==> src/sv/npps_pkg.sv <==
// Shared types and widths for the priority scheduler.
// Used by npps_cell and the top level; depends on nothing else.
`default_nettype none

package npps_pkg;

    localparam int ID_W    = 8;
    localparam int ARR_W   = 16;
    localparam int BURST_W = 16;
    localparam int PRIO_W  = 8;
    localparam int TIME_W  = 23;
    localparam int SUM_W   = 29;

    // One stored job.
    typedef struct packed {
        logic [ID_W-1:0]    id;
        logic [ARR_W-1:0]   arr;
        logic [BURST_W-1:0] burst;
        logic [PRIO_W-1:0]  prio;
    } t_job;

    // Candidate record carried down the chain during one scan.
    // hit:  best job already arrived at the current time.
    // pend: best job among the earliest pending arrivals.
    typedef struct packed {
        logic  go;
        logic  hit;
        t_job  hit_job;
        logic  pend;
        t_job  pend_job;
    } t_tok;

    // Broadcast control from the sequencer to one cell.
    typedef struct packed {
        logic              wr;
        logic              clr;
        logic              mark;
        logic [TIME_W-1:0] now;
    } t_cell_ctl;

endpackage

`default_nettype wire

==> src/sv/npps_cell.sv <==
// One table slot of the scheduler chain: holds a job and its done flag,
// and merges its job into the candidate record passing by. Uses npps_pkg.
`default_nettype none

module npps_cell #(
    parameter int SLOT_W   = 4,
    parameter int CNT_W    = 5,
    parameter int CELL_IDX = 0
) (
    input  wire                      i_clk,
    input  wire                      i_rst_n,
    input  wire npps_pkg::t_cell_ctl i_ctl,
    input  wire [CNT_W-1:0]          i_count,
    input  wire npps_pkg::t_job      i_job,
    input  wire npps_pkg::t_tok      i_tok,
    input  wire [SLOT_W-1:0]         i_hit_slot,
    input  wire [SLOT_W-1:0]         i_pend_slot,
    output npps_pkg::t_tok           o_tok,
    output logic [SLOT_W-1:0]        o_hit_slot,
    output logic [SLOT_W-1:0]        o_pend_slot
);

    npps_pkg::t_job r_job;
    logic           r_done;
    npps_pkg::t_tok n_tok;
    logic           w_live;
    logic           w_elig;
    logic           w_hit_win;
    logic           w_pend_win;

    assign w_live = (CNT_W'(CELL_IDX) < i_count) && !r_done;
    assign w_elig = w_live && (npps_pkg::TIME_W'(r_job.arr) <= i_ctl.now);

    // Priority first, then arrival, then id; a full tie keeps the lower slot.
    assign w_hit_win = w_elig && (!i_tok.hit
        || (r_job.prio < i_tok.hit_job.prio)
        || ((r_job.prio == i_tok.hit_job.prio)
            && ((r_job.arr < i_tok.hit_job.arr)
                || ((r_job.arr == i_tok.hit_job.arr)
                    && (r_job.id < i_tok.hit_job.id)))));

    // Earliest arrival first, then priority, then id.
    assign w_pend_win = w_live && (!i_tok.pend
        || (r_job.arr < i_tok.pend_job.arr)
        || ((r_job.arr == i_tok.pend_job.arr)
            && ((r_job.prio < i_tok.pend_job.prio)
                || ((r_job.prio == i_tok.pend_job.prio)
                    && (r_job.id < i_tok.pend_job.id)))));

    always_comb begin
        n_tok = i_tok;
        if (w_hit_win) begin
            n_tok.hit     = 1'b1;
            n_tok.hit_job = r_job;
        end
        if (w_pend_win) begin
            n_tok.pend     = 1'b1;
            n_tok.pend_job = r_job;
        end
    end

    always_ff @(posedge i_clk) begin
        if (i_ctl.wr) begin
            r_job <= i_job;
        end
        if (!i_rst_n) begin
            o_tok <= '0;
        end else begin
            o_tok <= n_tok;
        end
        o_hit_slot  <= w_hit_win ? SLOT_W'(CELL_IDX) : i_hit_slot;
        o_pend_slot <= w_pend_win ? SLOT_W'(CELL_IDX) : i_pend_slot;
    end

    always_ff @(posedge i_clk) begin
        if (!i_rst_n || i_ctl.clr || i_ctl.wr) begin
            r_done <= 1'b0;
        end else if (i_ctl.mark) begin
            r_done <= 1'b1;
        end
    end

endmodule

`default_nettype wire

==> config.mk <==
export PLATFORM = sky130hd
export DESIGN_NAME = npps_cell
export DESIGN_NICKNAME = d
export VERILOG_FILES = /design/src/sv/npps_pkg.sv /design/src/sv/npps_cell.sv
export SDC_FILE = /design/constraint.sdc
export NUM_CORES = 1
export LEC_CHECK = 0
export BUFFER_PORTS_ARGS = -buffer_cell sky130_fd_sc_hd__buf_2
export CAP_MARGIN = 40
export CORE_MARGIN = 3
export CORE_UTILIZATION = 40
export CTS_BUF_LIST = sky130_fd_sc_hd__clkbuf_4 sky130_fd_sc_hd__clkbuf_8
export CTS_CLUSTER_SIZE = 20
export DETAILED_ROUTE_END_ITERATION = 6
export PLACE_DENSITY = 0.71
export REMOVE_ABC_BUFFERS = 1
export SETUP_SLACK_MARGIN = 0.1
export SKIP_CTS_REPAIR_TIMING = 1
export SYNTH_ARGS = -nofsm -noshare
export SYNTH_HDL_FRONTEND = slang
export SYNTH_SLANG_ARGS = --single-unit
==> constraint.sdc <==
create_clock -name i_clk -period 2.75 [get_ports i_clk]
set_input_delay 0.1375 -clock i_clk [delete_from_list [all_inputs] [get_ports i_clk]]
set_output_delay 0.1375 -clock i_clk [all_outputs]
set_load 0.005 [all_outputs]
==> summary.txt <==
Logic synthesis
  • Register area share after synthesis: 43.3%
  • Synthesized area: 0.00832 mm^2
  • Most used DFF post-synth: dfxtp_1
  • Count of different cell masters after synthesis: 49
  • Post-synthesis cell count: 891
  • Yosys warning total: 0
  • Post-synth EDFFs: 48
  • Yosys reg bits: 156
  • Syn avg cell area: 9.34 um^2
  • Ys async rst share: 0%

Die
  • Boundary Pins: 295
  • Die Width: 150 um
  • Rows: 52
  • Die Ht: 150 um
  • Initial core utilization: 40.9%
  • Full die area: 0.0226 mm^2
  • Core Footprint: 0.0204 mm^2

Cells and area
  • Fill cells: 1,662
  • Post-route cell area: 0.0125 mm^2
  • Final std cells w/o fill: 1,626
  • Layout area overhead: 50.1%
  • Ratio of cells with drive above 1 in the final layout: 32.9%
  • Nets: 1,608

Placement
  • Dpl hpwl: 19,500 um
  • Placed cells: 1,436
  • I/O Buffers: 294
  • GP Congestion: 0.833
  • Worst slack at placement: -83.3 ps
  • Post-Place Cell Area: 0.0103 mm^2

STA
  • Final Max Tran Viols: 0
  • Final Skew: 13.9 ps
  • Hold Fails Final Rpt: 0
  • Fin crit share: 97.9%
  • Minimum clock period: 2690 ps
  • RSZ-0062 raised after global routing: true
  • Hold_ws: 5.77 ps
  • Setup violators final: 0
  • Worst-margin pin slew: 705 ps
  • Relative slew slack: 53.0%
  • Final worst setup slack: 57.3 ps
  • Achievable Freq: 371 MHz

Drt
  • Overall routed net length: 29,900 um
  • Drt drc: 0
  • Initial DRC Count: 487
  • DR pass1 iterations: 5
  • WL per Instance: 18.4 um
  • Vias/cell: 5.33
  • Routed via count: 8,670
  • Post-route ant nets: 0

Global route
  • Largest net degree at the start of global routing: 52
  • Initial antenna violation count: 1
  • Residual overflow from global routing: 0
  • GRT Util Overall: 22.7%
  • First-pass GRT wire length: 39,700 um
  • Vias in the first global route: 7,503

Min path
  • Worst hold path class: in -> reg

CTS
  • Worst-path clk slew: 100 ps
  • CTS Buffer Depth: 2
  • Num CTS Buffers: 17
  • Root Buffer: clkbuf_8
  • CTS tree: built
  • Clock Sinks: 156
  • Clk Latency, worst-skew pair: 460 ps
  • H-tree levels: 4

Status
  • Status: finished clean

Critical path
  • Worst Path Arrival: 3060 ps
  • Crit start category: register
  • WP data required: 3120 ps
  • CP Max Fanout: 7
  • Crit Path Category: reg -> reg
  • Crit end category: register

Power
  • Design Power: 0.00607 W
  • LEAKAGE: 5.98 nW
  • Cell Pwr Density: 486 mW/mm^2
  • Worst IR Drop VDD: 0.297 mV

Job
  • Total of max-cap violations: 0
==> critical path, stage by stage (launching register included) <==
cell	delay, ps
edfxtp_1	470
buf_6	170
ha_4	260
nand4_1	200
nor3_4	330
a41oi_2	210
a211oi_4	400
buf_6	180
buf_12	140
mux2i_1	240
==> cell families after synthesis <==
logic type,count (synthesis),share of synthesized area [%]
AOI/OAI and AO/OA,112,10.9
adders and majority gates,78,11.7
buffers and inverters,135,7.31
DFF,156,43.3
muxes,48,5.77
and+or+nand+nor,362,21.0
==> flip-flops by register name, summed over array words and instances (netlist names) <==
name and count:
o_tok 99, r_job 48, o_hit_slot 4, o_pend_slot 4, r_done 1
==> per-stage QoR <==
| step | setup TNS, ps | utilization, % |
|---|---|---|
| floorplan | -306300 | - |
| global placement | -718 | 50.3 |
| detailed placement | -1470 | 50.4 |
| CTS | -2910 | 52.3 |
| global route | -34.1 | 61.3 |
| finish | 0 | 61.3 |
==> cell type report <==
class / count / area (um^2) / area share (%)
antenna: 1 / 2.50 / 0.0200
clock buffer: 18 / 248 / 1.98
clock inverter: 14 / 130 / 1.04
inverter: 77 / 289 / 2.31
multi-input combinational: 601 / 4360 / 34.9
sequential: 156 / 3600 / 28.8
tap: 270 / 338 / 2.70
timing repair buffer: 489 / 3520 / 28.2
==> synthesized netlist by cell type, types with 10 or more instances <==
cell / count / area (um^2)
ha_1: 78 / 976
mux2i_1: 48 / 480
a41oi_1: 39 / 342
inv_1: 76 / 285
nor2_1: 14 / 52.6
edfxtp_1: 48 / 1440
buf_2: 11 / 55.1
nand3_2: 13 / 130
dfxtp_1: 108 / 2160
nor2b_1: 10 / 62.6
nand3_1: 135 / 676
a21oi_1: 25 / 125
nand4_1: 13 / 81.3
a41oi_2: 10 / 163
nand2_1: 152 / 571
clkbuf_1: 30 / 113
==> metal layers <==
layer	wire, um	track usage (%)	vias to the layer above
met5	0	0	-
met4	763	6.40	0
met3	2330	4.76	70
met2	14500	38.6	459
met1	12300	29.3	4059
li1	-	-	4082
==> cell usage in the layout, fill, tap and decap left out, types with 3 or more instances in the layout <==
master / synthesis / layout
buf_12: 0 / 12
inv_6: 0 / 4
dfxtp_1: 108 / 108
a21oi_1: 25 / 22
o21ai_0: 8 / 6
a21o_1: 5 / 5
nand4_1: 13 / 13
clkinvlp_4: 0 / 3
inv_8: 0 / 3
and2_1: 5 / 5
o211ai_1: 5 / 5
buf_6: 9 / 6
ha_4: 0 / 8
nor2_1: 14 / 12
clkbuf_8: 0 / 18
clkbuf_16: 0 / 4
o21a_1: 3 / 3
a41oi_2: 10 / 15
mux2i_1: 48 / 47
ha_1: 78 / 70
nor2b_1: 10 / 10
a41oi_1: 39 / 34
edfxtp_1: 48 / 48
and4_1: 5 / 3
a21oi_2: 0 / 3
inv_1: 76 / 76
buf_4: 5 / 38
nand3_1: 135 / 134
nand2_1: 152 / 152
nand3_2: 13 / 14
buf_2: 11 / 293
dlygate4sd3_1: 0 / 136
==> power by group <==
part	internal (W)	switching [W]
registers	0.00261	0.000113
clock network	0.000686	0.000989
logic	0.000832	0.000840
total	0.00413	0.00194
==> worst paths after layout <==
path,endpoint,slack (ps),start,depth (start not counted)
setup / recovery,o_tok[49],60,r_job[39],9
hold / removal,o_tok[23],6,i_tok[23],3
setup reg to reg,o_tok[49],60,r_job[39],9
hold reg to reg,o_tok[68],590,r_job[19],2
Note: power is estimated with default switching activity, not from simulation.
